File: src/design/dfa_pkg.sv
// Shared constants, types and helper functions of the dark frame averager.
package dfa_pkg;

    localparam int IMAGE_WIDTH  = 512;
    localparam int IMAGE_HEIGHT = 512;
    localparam int MAX_FRAMES   = 4096;
    localparam int PIXEL_COUNT  = IMAGE_WIDTH * IMAGE_HEIGHT;

    localparam int RAW_W    = 16;
    localparam int ADDR_W   = 18;
    localparam int SUM_W    = 28;
    localparam int MEAN_W   = 24;
    localparam int FRAC_W   = 8;
    localparam int FRAMES_W = 13;
    localparam int FCNT_W   = 12;
    // The remainder of a division stays below the frame count.
    localparam int REM_W    = FRAMES_W - 1;
    // Scaled sum plus half the divisor.
    localparam int NUM_W    = SUM_W + FRAC_W + 1;

    localparam logic [ADDR_W-1:0]   LAST_ADDR    = ADDR_W'(PIXEL_COUNT - 1);
    localparam logic [SUM_W-1:0]    SUM_MAX      = {SUM_W{1'b1}};
    localparam logic [MEAN_W-1:0]   MEAN_MAX     = {MEAN_W{1'b1}};
    localparam logic [FRAMES_W-1:0] FRAMES_RESET = FRAMES_W'(3000);
    localparam logic [FRAMES_W-1:0] FRAMES_MAX   = FRAMES_W'(MAX_FRAMES);
    localparam logic [RAW_W-1:0]    SIGN_FLIP    = RAW_W'(32768);

    localparam int JOBQ_DEPTH = 4;
    localparam int JOBQ_PTR_W = $clog2(JOBQ_DEPTH);
    localparam int JOBQ_CNT_W = $clog2(JOBQ_DEPTH + 1);
    localparam int OUTQ_DEPTH = 32;
    localparam int OUTQ_PTR_W = $clog2(OUTQ_DEPTH);
    localparam int OUTQ_CNT_W = $clog2(OUTQ_DEPTH + 1);

    localparam int APB_ADDR_W = 2;
    localparam int APB_DATA_W = 32;
    localparam logic [APB_ADDR_W-1:0] REG_FRAMES_ADDR = APB_ADDR_W'(0);

    typedef struct packed {
        logic [SUM_W-1:0]  sum;
        logic [ADDR_W-1:0] addr;
        logic              last_pix;
    } t_job;

    typedef struct packed {
        logic [MEAN_W-1:0] mean;
        logic [ADDR_W-1:0] addr;
        logic              last_pix;
    } t_result;

    typedef struct packed {
        logic              sat;
        logic [REM_W-1:0]  rem;
        logic [MEAN_W-1:0] bits;
        logic [ADDR_W-1:0] addr;
        logic              last_pix;
    } t_div_stage;

    typedef struct packed {
        logic [JOBQ_CNT_W-1:0] level;
        logic                  empty;
    } t_jobq_status;

    // Byte swap followed by a flip of the top bit turns two's complement into unsigned.
    function automatic logic [RAW_W-1:0] decode_word(input logic [RAW_W-1:0] word);
        logic [RAW_W-1:0] swapped;
        swapped = {word[7:0], word[15:8]};
        return swapped ^ SIGN_FLIP;
    endfunction

    function automatic logic [FRAMES_W-1:0] effective_frames(
        input logic [FRAMES_W-1:0] frames
    );
        logic [FRAMES_W-1:0] n;
        n = frames;
        if (frames == '0) begin
            n = FRAMES_W'(1);
        end else if (frames > FRAMES_MAX) begin
            n = FRAMES_MAX;
        end
        return n;
    endfunction

endpackage

File: src/design/dfa_back.sv
// Back end: pipelined rounding divider and result queue.
module dfa_back (
    input  logic                         i_clk,
    input  logic                         i_rst_n,
    input  logic [dfa_pkg::FRAMES_W-1:0] i_frames_eff,
    input  dfa_pkg::t_jobq_status        i_q_status,
    input  dfa_pkg::t_job                i_job,
    output logic                         o_q_pop,
    input  logic                         i_pop,
    output logic                         o_empty,
    output dfa_pkg::t_result             o_result
);

    localparam int STAGES = dfa_pkg::MEAN_W;

    dfa_pkg::t_div_stage r_stage [STAGES+1];
    dfa_pkg::t_div_stage n_stage [STAGES+1];
    logic                r_vld   [STAGES+1];
    logic                n_vld   [STAGES+1];

    logic [dfa_pkg::REM_W:0] w_trial [1:STAGES];
    logic [dfa_pkg::REM_W:0] w_diff  [1:STAGES];
    logic                    w_ge    [1:STAGES];

    logic [dfa_pkg::NUM_W-1:0] w_num;
    logic                      w_sat, w_take, w_deliver, w_owr;

    dfa_pkg::t_result               r_oq [dfa_pkg::OUTQ_DEPTH];
    dfa_pkg::t_result               w_ores;
    logic [dfa_pkg::OUTQ_PTR_W-1:0] r_owr, r_ord;
    logic [dfa_pkg::OUTQ_CNT_W-1:0] r_ocnt, r_used;

    // Every job taken holds a slot in the result queue until it is delivered.
    assign w_take    = !i_q_status.empty && (r_used < dfa_pkg::OUTQ_CNT_W'(dfa_pkg::OUTQ_DEPTH));
    assign o_q_pop   = w_take;
    assign w_deliver = i_pop && !o_empty;
    assign w_owr     = r_vld[STAGES];

    always_comb begin
        w_num = {1'b0, i_job.sum, {dfa_pkg::FRAC_W{1'b0}}}
              + dfa_pkg::NUM_W'(i_frames_eff >> 1);
        w_sat = w_num >= dfa_pkg::NUM_W'({i_frames_eff, {dfa_pkg::MEAN_W{1'b0}}});

        n_vld[0]            = w_take;
        n_stage[0].sat      = w_sat;
        n_stage[0].rem      = w_num[dfa_pkg::MEAN_W +: dfa_pkg::REM_W];
        n_stage[0].bits     = w_num[dfa_pkg::MEAN_W-1:0];
        n_stage[0].addr     = i_job.addr;
        n_stage[0].last_pix = i_job.last_pix;

        // One quotient bit per stage, shifted in from the bottom.
        for (int i = 1; i <= STAGES; i++) begin
            w_trial[i]      = {r_stage[i-1].rem, r_stage[i-1].bits[dfa_pkg::MEAN_W-1]};
            w_ge[i]         = w_trial[i] >= i_frames_eff;
            w_diff[i]       = w_trial[i] - i_frames_eff;
            n_vld[i]        = r_vld[i-1];
            n_stage[i]      = r_stage[i-1];
            n_stage[i].rem  = w_ge[i] ? w_diff[i][dfa_pkg::REM_W-1:0]
                                      : w_trial[i][dfa_pkg::REM_W-1:0];
            n_stage[i].bits = {r_stage[i-1].bits[dfa_pkg::MEAN_W-2:0], w_ge[i]};
        end
    end

    always_ff @(posedge i_clk) begin
        if (!i_rst_n) begin
            for (int i = 0; i <= STAGES; i++) begin
                r_vld[i] <= 1'b0;
            end
        end else begin
            for (int i = 0; i <= STAGES; i++) begin
                r_vld[i] <= n_vld[i];
            end
        end
    end

    always_ff @(posedge i_clk) begin
        for (int i = 0; i <= STAGES; i++) begin
            r_stage[i] <= n_stage[i];
        end
    end

    assign w_ores.mean     = r_stage[STAGES].sat ? dfa_pkg::MEAN_MAX : r_stage[STAGES].bits;
    assign w_ores.addr     = r_stage[STAGES].addr;
    assign w_ores.last_pix = r_stage[STAGES].last_pix;

    always_ff @(posedge i_clk) begin
        if (!i_rst_n) begin
            r_owr  <= '0;
            r_ord  <= '0;
            r_ocnt <= '0;
            r_used <= '0;
        end else begin
            if (w_owr) begin
                r_owr <= r_owr + dfa_pkg::OUTQ_PTR_W'(1);
            end
            if (w_deliver) begin
                r_ord <= r_ord + dfa_pkg::OUTQ_PTR_W'(1);
            end
            if (w_owr && !w_deliver) begin
                r_ocnt <= r_ocnt + dfa_pkg::OUTQ_CNT_W'(1);
            end else if (!w_owr && w_deliver) begin
                r_ocnt <= r_ocnt - dfa_pkg::OUTQ_CNT_W'(1);
            end
            if (w_take && !w_deliver) begin
                r_used <= r_used + dfa_pkg::OUTQ_CNT_W'(1);
            end else if (!w_take && w_deliver) begin
                r_used <= r_used - dfa_pkg::OUTQ_CNT_W'(1);
            end
        end
    end

    always_ff @(posedge i_clk) begin
        if (w_owr) begin
            r_oq[r_owr] <= w_ores;
        end
    end

    assign o_empty  = (r_ocnt == '0);
    assign o_result = r_oq[r_ord];

endmodule

File: config.mk
export PLATFORM = sky130hd
export DESIGN_NAME = dfa_back
export DESIGN_NICKNAME = d
export VERILOG_FILES = /design/src/design/dfa_pkg.sv /design/src/design/dfa_back.sv
export SDC_FILE = /design/constraint.sdc
export NUM_CORES = 2
export LEC_CHECK = 0
export BUFFER_PORTS_ARGS = -buffer_cell sky130_fd_sc_hd__buf_2
export CAP_MARGIN = 20
export CORE_MARGIN = 2
export CORE_UTILIZATION = 42
export CTS_BUF_LIST = sky130_fd_sc_hd__clkbuf_4 sky130_fd_sc_hd__clkbuf_8
export DETAILED_ROUTE_END_ITERATION = 16
export PLACE_DENSITY = 0.63
export SYNTH_ARGS = -nofsm -noshare
export SYNTH_HDL_FRONTEND = slang
export SYNTH_SLANG_ARGS = --single-unit
File: constraint.sdc
create_clock -name i_clk -period 5.5 [get_ports i_clk]
set_input_delay 1.1 -clock i_clk [delete_from_list [all_inputs] [get_ports i_clk]]
set_output_delay 1.1 -clock i_clk [all_outputs]
set_load 0.01 [all_outputs]
==> results.toml <==
[outcome]
status = "finished clean"

[grt]
top_usage_layer = "met2"
grt_pass1_vias = 52120
grt_pass1_wl_um = 316200
met1_usage_pct = 22.22
antenna_found_initial = 9
grt_util_met3_pct = 3.332
grt-ovfl-total = 0
met2_usage_pct = 28.85
grtUsageTotal_pct = 17.25
grt_max_degree = 65

[floorplan]
fp.dieH_um = 490.6
ios = 112
start_util_pct = 42.24
die_area_um2 = 240700
core_um2 = 235400
dieWidth_um = 490.6
row_count = 178

[critical_path]
crit_arrival_ps = 3960
worstPathMaxFanout = 37
path_cells = "buf_12, buf_12, mux4_2, mux4_2, mux2_2, buf_2"
cpMaxStageDelayCell = "dfxtp_4"
critPathLaunchType = "flip-flop"
critical-path-max-stage-delay_ps = 630
rrSetupSlack_ps = 2140
r2r-start = "r_owr[4]"
worstPathRequired_ps = 4400
r2r_cells = 4
path_class = "reg2out"
reg2reg_to = "r_oq[22][17]"
end_kind = "output port"

[detailed_routing]
wire_per_inst_um = 21.39
first_pass_iters = 8
vias = 51130
route.detailed.vias_per_inst = 5.174
drcViolationCount = 0
drtIter0Drc = 4404
antenna_left = 0
wl_um = 211400

[layout]
layout_commonest_cell = "dfxtp_1"
layout_common_cells = "dfxtp_1, edfxtp_1, clkbuf_8, mux4_2, ha_1"
layout-drive-gt1-share_pct = 26.61
synthToLayoutAreaGrowth_pct = 14.91
fin_nets = 6812
final_area_um2 = 114300
stdcell_count = 9882

[yosys]
ys_types = 76
synth_xor_area_share_pct = 1.762
synthCells = 5832
ys.flop_type = "dfxtp_1"
synth_area_per_cell_um2 = 17.05
yosysSeqAreaShare_pct = 70.54
synth_mux_area_share_pct = 13.05
synthSimpleGateAreaFrac_pct = 4.151
synth_area_um2 = 99440
ys_warn_count = 0
synth_top_family_by_area = "multiplexers"
synth-seq-cells = 2816
synth_adder_area_share_pct = 4.852
syn_nets = 6269
async_flop_share_pct = 0
synth_edf_count = 1376
synth_compound_area_share_pct = 4.429

[sta]
setup_tns_ps = 0
maxSlewHeadroom_pct = 26.15
rsz0062_at_grt = "false"
drv_slew = 0
fin_crit_sh_pct = 91.94
setup_viol = 0
tightestPinTransition_ps = 1105
clock-skew-final_ps = 87.07
final.min_clock_period_ps = 5057
hold_viol_final = 0
max_clock_freq_ghz = 0.1977

[placed_design]
gp_congestion = 0.8233
hpwlAfterDp_um = 121100
place_inst = 9079
port_buffers = 108
dpl-instance-area_um2 = 104800

[hold_path]
min_from = "i_job[16]"
hp-class = "in2reg"
min_to = "r_stage[0][16]"
holdPathStages = 1

[clock_network]
cts_setup_buffers = 0
path_clk_slew_ps = 60
cts_buffers = 440
cts_hold_buf = 2
clockBufferDepth = 4
cts_root_buf = "clkbuf_8"
cts_tree = "done"
cts_resized = 0
clk_latency_ps = 1100
clock_sinks = 2816
h-tree-depth = 5

[job]
maxCapViolCount = 0

[power]
vdd_drop_max_mv = 0.2284
p_leak_nw = 41.44
p_per_area_nw_per_um2 = 490.3
total_power_mw = 56.03
-- logic make-up after synthesis --
kind of cell	count (synthesis)
simple gates	803
compound gates	627
mux	727
xor+xnor	200
fa+ha+maj	370
buf+inv	289
flops	2816
-- power breakdown --
part,internal [mW],switching [mW],leakage (nW),total [mW]
registers,25.3,1.16,24.5,26.5
clock network,10.5,7.74,4.97,18.2
logic,5.26,6.08,12.0,11.3
total,41.0,15.0,41.4,56.0
-- how the worst max path moves through the flow --
stage,cells after the start,to,slack [ps]
after floorplan,3,r_oq[3][0],80
after global routing,6,o_result[13],190
after global placement,15,r_stage[0][55],690
after detailed placement,15,r_stage[0][55],780
after CTS,6,o_result[13],260
final,6,o_result[21],440
-- through the flow --
stage                     hold WS [ps]  util, %  setup slack [ps]
after floorplan                  309.6        -             82.12
after global placement           310.2    44.50             691.7
after detailed placement         312.1    44.52             782.4
after CTS                        40.74    48.50             259.9
after global routing             53.98    48.54             189.5
final                            170.8    48.54             443.1
-- Yosys cell counts, types with 30 or more instances --
library cell	number	share of area (%)
mux2i_1	61	0.61
nor3_1	65	0.33
a31oi_1	30	0.19
nand2b_1	31	0.20
inv_1	145	0.55
nand3_1	47	0.24
dfxtp_1	1440	29
o21ai_0	103	0.52
mux4_2	430	9.7
xor2_1	70	0.62
o31ai_1	43	0.32
clkbuf_1	72	0.27
nor2b_1	59	0.37
or2_2	30	0.19
ha_1	344	4.3
a21oi_1	118	0.59
mux2_2	229	2.6
and2_1	53	0.33
a211o_1	33	0.29
edfxtp_1	1376	42
nand2_1	137	0.52
xnor2_1	130	1.1
o21a_1	78	0.59
a21o_1	30	0.23
nand4_1	56	0.35
nor2_1	217	0.82
-- routing by layer --
metal  vias up  routed length (um)
met5         -                   0
met4         0                7196
met3       504               12540
met2      1666              102900
met1     25480               88790
li1      23480                   -
-- critical path, delay by kind of cell (launching register included) --
family   cells  cell delay (ps)
mux          3             1380
buf+inv      3              800
flops        1              630
-- flip-flops by register name, indices dropped and copies added, names as in the netlist, named ones only --
register  count
r_stage    1388
r_ord         5
r_ocnt        6
r_owr         5
r_used        6
r_vld        25
r_oq       1376
-- cell type report --
type	count	area (um^2)
antenna	12	30.03
clock buffer	688	8406
clock inverter	99	952.2
fill	19710	121100
inverter	145	544.3
multi-input combinational	2727	28300
sequential	2816	70170
tap	3150	3941
timing repair buffer	245	1922
No activity file was read; power rests on OpenSTA's default activity.
