**config.mk**
```make
export PLATFORM = sky130hd
export DESIGN_NAME = dfa_job_queue
export DESIGN_NICKNAME = d
export VERILOG_FILES = /design/src/design/dfa_pkg.sv /design/src/design/dfa_job_queue.sv
export SDC_FILE = /design/constraint.sdc
export NUM_CORES = 1
export LEC_CHECK = 0
export BUFFER_PORTS_ARGS = -buffer_cell sky130_fd_sc_hd__buf_2
export CORE_UTILIZATION = 52
export DETAILED_ROUTE_END_ITERATION = 10
export PLACE_DENSITY = 0.73
export SLEW_MARGIN = 20
export SYNTH_ARGS = -nofsm -noshare
export SYNTH_HDL_FRONTEND = slang
export SYNTH_SLANG_ARGS = --single-unit
```
**constraint.sdc**
```tcl
create_clock -name i_clk -period 3.22 [get_ports i_clk]
set_clock_uncertainty 0.15 [all_clocks]
set_input_delay 0.483 -clock i_clk [delete_from_list [all_inputs] [get_ports i_clk]]
set_output_delay 0.483 -clock i_clk [all_outputs]
set_load 0.1 [all_outputs]
```
**src/design/dfa_pkg.sv**
```systemverilog
// Shared constants, types and helper functions of the dark frame averager.
package dfa_pkg;

    localparam int IMAGE_WIDTH  = 512;
    localparam int IMAGE_HEIGHT = 512;
    localparam int MAX_FRAMES   = 4096;
    localparam int PIXEL_COUNT  = IMAGE_WIDTH * IMAGE_HEIGHT;

    localparam int RAW_W    = 16;
    localparam int ADDR_W   = 18;
    localparam int SUM_W    = 28;
    localparam int MEAN_W   = 24;
    localparam int FRAC_W   = 8;
    localparam int FRAMES_W = 13;
    localparam int FCNT_W   = 12;
    // The remainder of a division stays below the frame count.
    localparam int REM_W    = FRAMES_W - 1;
    // Scaled sum plus half the divisor.
    localparam int NUM_W    = SUM_W + FRAC_W + 1;

    localparam logic [ADDR_W-1:0]   LAST_ADDR    = ADDR_W'(PIXEL_COUNT - 1);
    localparam logic [SUM_W-1:0]    SUM_MAX      = {SUM_W{1'b1}};
    localparam logic [MEAN_W-1:0]   MEAN_MAX     = {MEAN_W{1'b1}};
    localparam logic [FRAMES_W-1:0] FRAMES_RESET = FRAMES_W'(3000);
    localparam logic [FRAMES_W-1:0] FRAMES_MAX   = FRAMES_W'(MAX_FRAMES);
    localparam logic [RAW_W-1:0]    SIGN_FLIP    = RAW_W'(32768);

    localparam int JOBQ_DEPTH = 4;
    localparam int JOBQ_PTR_W = $clog2(JOBQ_DEPTH);
    localparam int JOBQ_CNT_W = $clog2(JOBQ_DEPTH + 1);
    localparam int OUTQ_DEPTH = 32;
    localparam int OUTQ_PTR_W = $clog2(OUTQ_DEPTH);
    localparam int OUTQ_CNT_W = $clog2(OUTQ_DEPTH + 1);

    localparam int APB_ADDR_W = 2;
    localparam int APB_DATA_W = 32;
    localparam logic [APB_ADDR_W-1:0] REG_FRAMES_ADDR = APB_ADDR_W'(0);

    typedef struct packed {
        logic [SUM_W-1:0]  sum;
        logic [ADDR_W-1:0] addr;
        logic              last_pix;
    } t_job;

    typedef struct packed {
        logic [MEAN_W-1:0] mean;
        logic [ADDR_W-1:0] addr;
        logic              last_pix;
    } t_result;

    typedef struct packed {
        logic              sat;
        logic [REM_W-1:0]  rem;
        logic [MEAN_W-1:0] bits;
        logic [ADDR_W-1:0] addr;
        logic              last_pix;
    } t_div_stage;

    typedef struct packed {
        logic [JOBQ_CNT_W-1:0] level;
        logic                  empty;
    } t_jobq_status;

    // Byte swap followed by a flip of the top bit turns two's complement into unsigned.
    function automatic logic [RAW_W-1:0] decode_word(input logic [RAW_W-1:0] word);
        logic [RAW_W-1:0] swapped;
        swapped = {word[7:0], word[15:8]};
        return swapped ^ SIGN_FLIP;
    endfunction

    function automatic logic [FRAMES_W-1:0] effective_frames(
        input logic [FRAMES_W-1:0] frames
    );
        logic [FRAMES_W-1:0] n;
        n = frames;
        if (frames == '0) begin
            n = FRAMES_W'(1);
        end else if (frames > FRAMES_MAX) begin
            n = FRAMES_MAX;
        end
        return n;
    endfunction

endpackage

```
**src/design/dfa_job_queue.sv**
```systemverilog
// Short queue of finished sums waiting for the divider.
module dfa_job_queue (
    input  logic                  i_clk,
    input  logic                  i_rst_n,
    input  logic                  i_push,
    input  dfa_pkg::t_job         i_job,
    input  logic                  i_pop,
    output dfa_pkg::t_job         o_job,
    output dfa_pkg::t_jobq_status o_status
);

    dfa_pkg::t_job                  r_q [dfa_pkg::JOBQ_DEPTH];
    logic [dfa_pkg::JOBQ_PTR_W-1:0] r_wr, r_rd;
    logic [dfa_pkg::JOBQ_CNT_W-1:0] r_cnt;

    function automatic logic [dfa_pkg::JOBQ_PTR_W-1:0] next_ptr(
        input logic [dfa_pkg::JOBQ_PTR_W-1:0] ptr
    );
        logic [dfa_pkg::JOBQ_PTR_W-1:0] nxt;
        nxt = ptr + dfa_pkg::JOBQ_PTR_W'(1);
        if (ptr == dfa_pkg::JOBQ_PTR_W'(dfa_pkg::JOBQ_DEPTH - 1)) begin
            nxt = '0;
        end
        return nxt;
    endfunction

    always_ff @(posedge i_clk) begin
        if (!i_rst_n) begin
            r_wr  <= '0;
            r_rd  <= '0;
            r_cnt <= '0;
        end else begin
            if (i_push) begin
                r_wr <= next_ptr(r_wr);
            end
            if (i_pop) begin
                r_rd <= next_ptr(r_rd);
            end
            if (i_push && !i_pop) begin
                r_cnt <= r_cnt + dfa_pkg::JOBQ_CNT_W'(1);
            end else if (!i_push && i_pop) begin
                r_cnt <= r_cnt - dfa_pkg::JOBQ_CNT_W'(1);
            end
        end
    end

    always_ff @(posedge i_clk) begin
        if (i_push) begin
            r_q[r_wr] <= i_job;
        end
    end

    assign o_job          = r_q[r_rd];
    assign o_status.level = r_cnt;
    assign o_status.empty = (r_cnt == '0);

endmodule

```
==> Flow_metrics.wiki, run 1 <==
{| class="wikitable"
! Metric !! Value
|-
| Number of synthesized register bits || 197
|-
| Count of cells resized by post-cts repair || 0
|-
| Biggest area consumer among synthesized cells || sky130_fd_sc_hd__edfxtp_1
|-
| Launching element type of the critical path || register
|-
| Worst skew pair latency || 420 ps
|-
| Most common cell in the netlist || sky130_fd_sc_hd__edfxtp_1
|-
| Total global routing track utilization || 0.184
|-
| Commonest cells post-synth || sky130_fd_sc_hd__edfxtp_1 (188), sky130_fd_sc_hd__mux4_2 (47), sky130_fd_sc_hd__dfxtp_1 (9)
|-
| Clk slew on worst S/H paths || 70 ps
|-
| IO Port Bufs || 101
|-
| Share of synthesized flip-flops with an asynchronous set or reset || 0
|-
| Register area share after synthesis || 0.803
|-
| Via count of the first global-routing pass || 3522
|-
| Ant. Diodes || 0
|-
| Inserted Clock Buffers || 17
|-
| Period minus WS final || 2860 ps
|-
| FMAX || 350 MHz
|-
| Total of fill cells in the finished design || 888
|-
| Global-route wire length before repair || 19100 µm
|-
| Number of nets in the finished design || 463
|-
| Tcrit/Tclk final || 0.888
|-
| Wirelength, routed || 12100 µm
|-
| Pleak || 2.92 nW
|-
| Largest fanout on the critical path || 21
|-
| Minimum hold slack || 122 ps
|-
| Avg Cell Area, Syn || 25.2 µm²
|-
| Areal power density over the cells || 705 mW/mm²
|-
| Total I/O pin count || 102
|-
| Initial standard-cell utilization of the core || 0.542
|-
| Mapped Nets || 346
|-
| Category of the critical setup timing path || reg -> out
|-
| Std-Cell Rows || 42
|-
| Post-CTS setup repair buffer count || 0
|-
| Worst Max-Slew Pin Slew || 564 ps
|-
| Category of the worst setup path capture point || output port
|-
| DIE HEIGHT || 120 µm
|-
| HPWL after DPL || 7410 µm
|-
| Setup violators final || 0
|-
| Remaining global-route overflow || 0
|-
| Final estimated routing congestion in global placement || 0.672
|-
| Worst voltage drop across the vdd grid || 0.445 mV
|-
| Core area || 0.0134 mm²
|-
| Area Overhead vs Synth || 18.1%
|-
| Required time worst endpoint || 2590 ps
|-
| Yosys Warn Count || 0
|-
| Status || finished clean
|-
| Die area || 0.0144 mm²
|-
| Number of hold buffers added after cts || 0
|-
| Largest cells by area after synthesis || sky130_fd_sc_hd__edfxtp_1 (78%), sky130_fd_sc_hd__mux4_2 (15%), sky130_fd_sc_hd__dfxtp_1 (2.5%), sky130_fd_sc_hd__ha_1 (1.0%), sky130_fd_sc_hd__buf_12 (0.83%)
|-
| Number of enable flip-flop cells after synthesis || 188
|-
| Endpoint arrival time on the critical path || 2230 ps
|-
| Max-capacitance violation count || 0
|-
| Mapped Area || 0.00726 mm²
|-
| Fraction of layout cells with a size suffix above 1 || 0.450
|-
| CTS H-tree depth || 4
|-
| Detailed-route wire length per cell || 20.3 µm
|-
| Total negative setup slack || 0 ps
|-
| Die Span X || 120 µm
|-
| Most instantiated flip-flop cell in the synthesis netlist || sky130_fd_sc_hd__edfxtp_1
|-
| Number of pins with negative max-slew slack in the final report || 0
|-
| Portion of synthesized cell area occupied by the leading cell type || 0.778
|-
| TritonCTS clock tree || yes
|-
| Cells after Synth || 288
|-
| Utilization after layout || 0.640
|-
| Min-delay worst type || in -> reg
|-
| Clock Path Buffers || 2
|-
| Number of hold-slack violations in the final timing report || 0
|-
| Distinct cell type count of the synthesized netlist || 22
|-
| Number of routed nets with antenna violations || 0
|-
| Largest net degree at the start of global routing || 37
|-
| CTS Sinks || 197
|-
| Drt via density || 5.50
|-
| Setup repair after global routing missed its margin || false
|-
| Vias || 3267
|-
| Pre-Repair DR Iteration Count || 4
|-
| Number of antenna violations at the first check in global routing || 0
|-
| Root Buffer || sky130_fd_sc_hd__clkbuf_16
|-
| Worst max-slew margin expressed relative to the limit || 0.624
|-
| Detailed Route Iter0 Violations || 258
|-
| Detailed-route DRC error count || 0
|}
## cell type report
class,instances,area (µm²),share of cell area
inverters,4,15.0,0.00175
clock buffers,19,433,0.0505
clock inverters,13,115,0.0134
well taps,176,220,0.0257
multi-input cells,77,1320,0.154
repair buffers,108,633,0.0739
flip-flops and latches,197,5830,0.680
## sequential cells by signal (all words and copies together) (netlist names), named ones only
register and cells:
r_wr 2, r_cnt 3, r_rd 2, r_q 188
## per-stage QoR
step / std cells / area (µm²) / power (W) / setup slack, ps
5_1_grt: 594 / 8570 / 0.00623 / 215
6_report: 594 / 8570 / 0.00604 / 359
2_1_floorplan: 288 / 7260 / 0.00394 / 542
4_1_cts: 594 / 8570 / 0.00609 / 274
3_5_place_dp: 562 / 8020 / 0.00415 / 743
3_3_place_gp: 562 / 8020 / 0.00413 / 761
## per-layer routing
| layer | global-route usage | wire, µm | vias to the layer above |
|---|---|---|---|
| met1 | 0.236 | 5040 | 1708 |
| met2 | 0.304 | 6220 | 97 |
| met5 | 0 | 0 | - |
| met4 | 0.0813 | 187 | 0 |
| met3 | 0.0423 | 625 | 13 |
| li1 | - | - | 1449 |
## critical path, cell delays in order (launching register included)
cell and delay, ps:
sky130_fd_sc_hd__dfxtp_4 640, sky130_fd_sc_hd__buf_4 310, sky130_fd_sc_hd__mux4_2 540, sky130_fd_sc_hd__buf_2 310
## worst paths after layout
kind,slack [ps],end,cells after the start,start
worst max-delay path,360,o_job[40],3,register
worst min-delay path,120,r_q[2][39]$_DFFE_PP_,1,i_job[39]
worst max register to register,1420,r_q[1][12]$_DFFE_PP_,4,r_wr[1]$_SDFFE_PN0P_
worst min register to register,410,r_wr[1]$_SDFFE_PN0P_,2,r_wr[1]$_SDFFE_PN0P_
## power by group
group          switching [W]  internal (W)  leakage, nW
Sequential         0.0000537       0.00293         1.80
Clock               0.000839       0.00112        0.266
Combinational       0.000859      0.000234        0.850
Total                0.00175       0.00429         2.92
## cell families (layout without fill, tap and decap cells)
family	count (synthesis)	count (layout)	synth area share
XOR/XNOR	2	2	0.00241
adder cells (fa/ha/maj)	7	7	0.0131
buffers and inverters	14	144	0.0162
AND/OR/NAND/NOR	14	14	0.0114
multiplexers	51	51	0.151
flip-flops	197	197	0.803
AO/OA/AOI/OAI	3	3	0.00276
## placed cells by master, fill, tap and decap left out, types with 2 or more instances in the layout
master,Yosys,routed
sky130_fd_sc_hd__mux4_2,47,47
sky130_fd_sc_hd__clkinv_2,0,5
sky130_fd_sc_hd__nor2b_1,5,5
sky130_fd_sc_hd__mux2i_1,4,4
sky130_fd_sc_hd__dfxtp_1,9,7
sky130_fd_sc_hd__buf_2,4,101
sky130_fd_sc_hd__bufinv_16,0,2
sky130_fd_sc_hd__clkbuf_1,1,2
sky130_fd_sc_hd__and2_2,0,4
sky130_fd_sc_hd__clkinv_1,0,4
sky130_fd_sc_hd__ha_1,6,6
sky130_fd_sc_hd__edfxtp_1,188,188
sky130_fd_sc_hd__clkbuf_16,0,17
sky130_fd_sc_hd__buf_12,3,6
sky130_fd_sc_hd__clkinvlp_4,0,2
sky130_fd_sc_hd__inv_1,4,4
Power figures use the tool's default switching activity.
==> inputs of run 2 (changes only) <==
CORE_UTILIZATION = 35   (was 52)
PLACE_DENSITY = unset   (was 0.73)
==> Flow_metrics.wiki, run 2 (same netlist as run 1, synthesis figures left out) <==
{| class="wikitable"
! Metric !! Value
|-
| Number of nets in the finished design || 466 (was 463)
|-
| Source of the worst register-to-register timing path || r_wr[0]$_SDFFE_PN0P_ (was r_wr[1]$_SDFFE_PN0P_)
|-
| Worst reg2reg path endpoint || r_q[0][40]$_DFFE_PP_ (was r_q[1][12]$_DFFE_PP_)
|-
| Tcrit/Tclk final || 0.881 (was 0.888)
|-
| Ant. Diodes || 0 (unchanged)
|-
| Area Overhead vs Synth || 19.3% (was 18.1%)
|-
| Category of the critical setup timing path || reg -> out (unchanged)
|-
| Total negative setup slack || 0 ps (unchanged)
|-
| Global-route wire length before repair || 20700 µm (was 19100 µm)
|-
| Hold path startpoint || i_job[12] (was i_job[39])
|-
| Worst reg-to-reg setup slack || 1240 ps (was 1420 ps)
|-
| Total of fill cells in the finished design || 1793 (was 888)
|-
| Pre-Repair DR Iteration Count || 4 (unchanged)
|-
| Initial standard-cell utilization of the core || 0.357 (was 0.542)
|-
| IO Port Bufs || 101 (unchanged)
|-
| Largest net degree at the start of global routing || 48 (was 37)
|-
| Worst skew pair latency || 420 ps (about the same)
|-
| Required time worst endpoint || 2590 ps (about the same)
|-
| Minimum hold slack || 118 ps (was 122 ps)
|-
| Number of hold buffers added after cts || 0 (unchanged)
|-
| Root Buffer || sky130_fd_sc_hd__clkbuf_16 (unchanged)
|-
| Setup slack after placement || 768 ps (was 743 ps)
|-
| Worst voltage drop across the vdd grid || 0.443 mV (was 0.445 mV)
|-
| Endpoint arrival time on the critical path || 2210 ps (was 2230 ps)
|-
| Register containing the most flip-flops in the final layout || r_q (unchanged)
|-
| Registers with the most flip-flops || r_q x188, r_cnt x3 (unchanged)
|-
| Setup violators final || 0 (unchanged)
|-
| Worst Hold Path Cells || 1 (unchanged)
|-
| Final estimated routing congestion in global placement || 0.695 (was 0.672)
|-
| Worst max-slew margin expressed relative to the limit || 0.503 (was 0.624)
|-
| Total I/O pin count || 102 (unchanged)
|-
| Most frequent standard cell in the layout excluding fill and tap cells || sky130_fd_sc_hd__edfxtp_1 (unchanged)
|-
| Number of hold-slack violations in the final timing report || 0 (unchanged)
|-
| DIE HEIGHT || 146 µm (was 120 µm)
|-
| Drt via density || 4.74 (was 5.50)
|-
| Vias || 3275 (was 3267)
|-
| Die area || 0.0213 mm² (was 0.0144 mm²)
|-
| Remaining global-route overflow || 0 (unchanged)
|-
| Largest fanout on the critical path || 19 (was 21)
|-
| Min-delay worst type || in -> reg (unchanged)
|-
| Wirelength, routed || 13300 µm (was 12100 µm)
|-
| Inserted Clock Buffers || 17 (unchanged)
|-
| Std-Cell Rows || 52 (was 42)
|-
| Launching element type of the critical path || register (unchanged)
|-
| FMAX || 352 MHz (was 350 MHz)
|-
| Pleak || 2.92 nW (about the same)
|-
| Detailed-route DRC error count || 0 (unchanged)
|-
| Count of cells along the worst register-to-register path || 4 (unchanged)
|-
| CTS Sinks || 197 (unchanged)
|-
| Detailed-route wire length per cell || 19.3 µm (was 20.3 µm)
|-
| Commonest cells after routing, fill and taps aside || sky130_fd_sc_hd__edfxtp_1 (188), sky130_fd_sc_hd__buf_2 (101), sky130_fd_sc_hd__mux4_2 (47), sky130_fd_sc_hd__clkbuf_16 (17), sky130_fd_sc_hd__buf_4 (8) (was sky130_fd_sc_hd__edfxtp_1 (188), sky130_fd_sc_hd__buf_2 (101), sky130_fd_sc_hd__mux4_2 (47), sky130_fd_sc_hd__clkbuf_16 (17), sky130_fd_sc_hd__dfxtp_1 (7))
|-
| Via count of the first global-routing pass || 3631 (was 3522)
|-
| Number of pins with negative max-slew slack in the final report || 0 (unchanged)
|-
| Die Span X || 146 µm (was 120 µm)
|-
| Count of cells resized by post-cts repair || 0 (unchanged)
|-
| Fraction of layout cells with a size suffix above 1 || 0.463 (was 0.450)
|-
| Number of antenna violations at the first check in global routing || 1 (was 0)
|-
| TritonCTS clock tree || yes (unchanged)
|-
| HPWL after DPL || 8380 µm (was 7410 µm)
|-
| Detailed Route Iter0 Violations || 153 (was 258)
|-
| Status || finished clean (unchanged)
|-
| Worst Max-Slew Pin Slew || 746 ps (was 564 ps)
|-
| Number of flip-flops under the largest register name || 188 (unchanged)
|-
| CTS H-tree depth || 4 (unchanged)
|-
| Number of routed nets with antenna violations || 0 (unchanged)
|-
| Total global routing track utilization || 0.133 (was 0.184)
|-
| Category of the worst setup path capture point || output port (unchanged)
|-
| Areal power density over the cells || 699 mW/mm² (was 705 mW/mm²)
|-
| Final worst slack || 382 ps (was 359 ps)
|-
| Hold Path Sink || r_q[3][12]$_DFFE_PP_ (was r_q[2][39]$_DFFE_PP_)
|-
| Clock Path Buffers || 2 (unchanged)
|-
| Post-CTS setup repair buffer count || 0 (unchanged)
|-
| Clk slew on worst S/H paths || 70 ps (about the same)
|-
| Max-capacitance violation count || 0 (unchanged)
|-
| Setup repair after global routing missed its margin || false (unchanged)
|-
| Core area || 0.0203 mm² (was 0.0134 mm²)
|-
| Period minus WS final || 2840 ps (was 2860 ps)
|}
==> run 2: final cells by class <==
class / count / area [µm²] / share of cell area
clock buffer: 17 / 425 / 0.0491
clock inverter: 15 / 123 / 0.0142
inverter: 4 / 15.0 / 0.00173
multi-input combinational: 77 / 1320 / 0.153
sequential: 197 / 5830 / 0.673
tap: 270 / 338 / 0.0390
timing repair buffer: 111 / 606 / 0.0699
==> run 2: how the worst max path moves through the flow <==
stage               cells past startpoint          end                   from  slack, ps
floorplan                               1  o_status[0]  r_cnt[0]$_SDFFE_PN0P_        540
finish                                  3    o_job[41]               register        380
global route                            3    o_job[41]               register        220
global placement                        3    o_job[40]               register        740
detailed placement                      3    o_job[41]               register        770
CTS                                     3    o_job[41]               register        300
==> run 2: stage by stage <==
step / instance area, µm² / std cells / util / total power [W]
6_report: 8660 / 691 / 0.427 / 0.00605
5_1_grt: 8660 / 691 / 0.427 / 0.00626
4_1_cts: 8660 / 691 / 0.427 / 0.00612
3_5_place_dp: 8110 / 659 / 0.400 / 0.00415
3_3_place_gp: 8110 / 659 / 0.400 / 0.00413
2_1_floorplan: 7260 / 288 / - / 0.00394
==> run 2: where the power goes <==
part	internal (W)	switching (W)
combinational	0.000230	0.000866
sequential	0.00293	0.0000502
clock	0.00101	0.000964
==> run 2: routing by layer <==
metal	track usage	vias up	share of wire
li1	-	1458	-
met1	0.165	1726	0.44
met4	0.0422	2	0.0097
met3	0.0382	12	0.045
met2	0.226	77	0.51
met5	0	-	0.00060
==> run 2: critical path, cell delays in order (launching register included) <==
cell                      delay [ps]
sky130_fd_sc_hd__dfxtp_4         610
sky130_fd_sc_hd__buf_4           330
sky130_fd_sc_hd__mux4_2          530
sky130_fd_sc_hd__buf_2           310
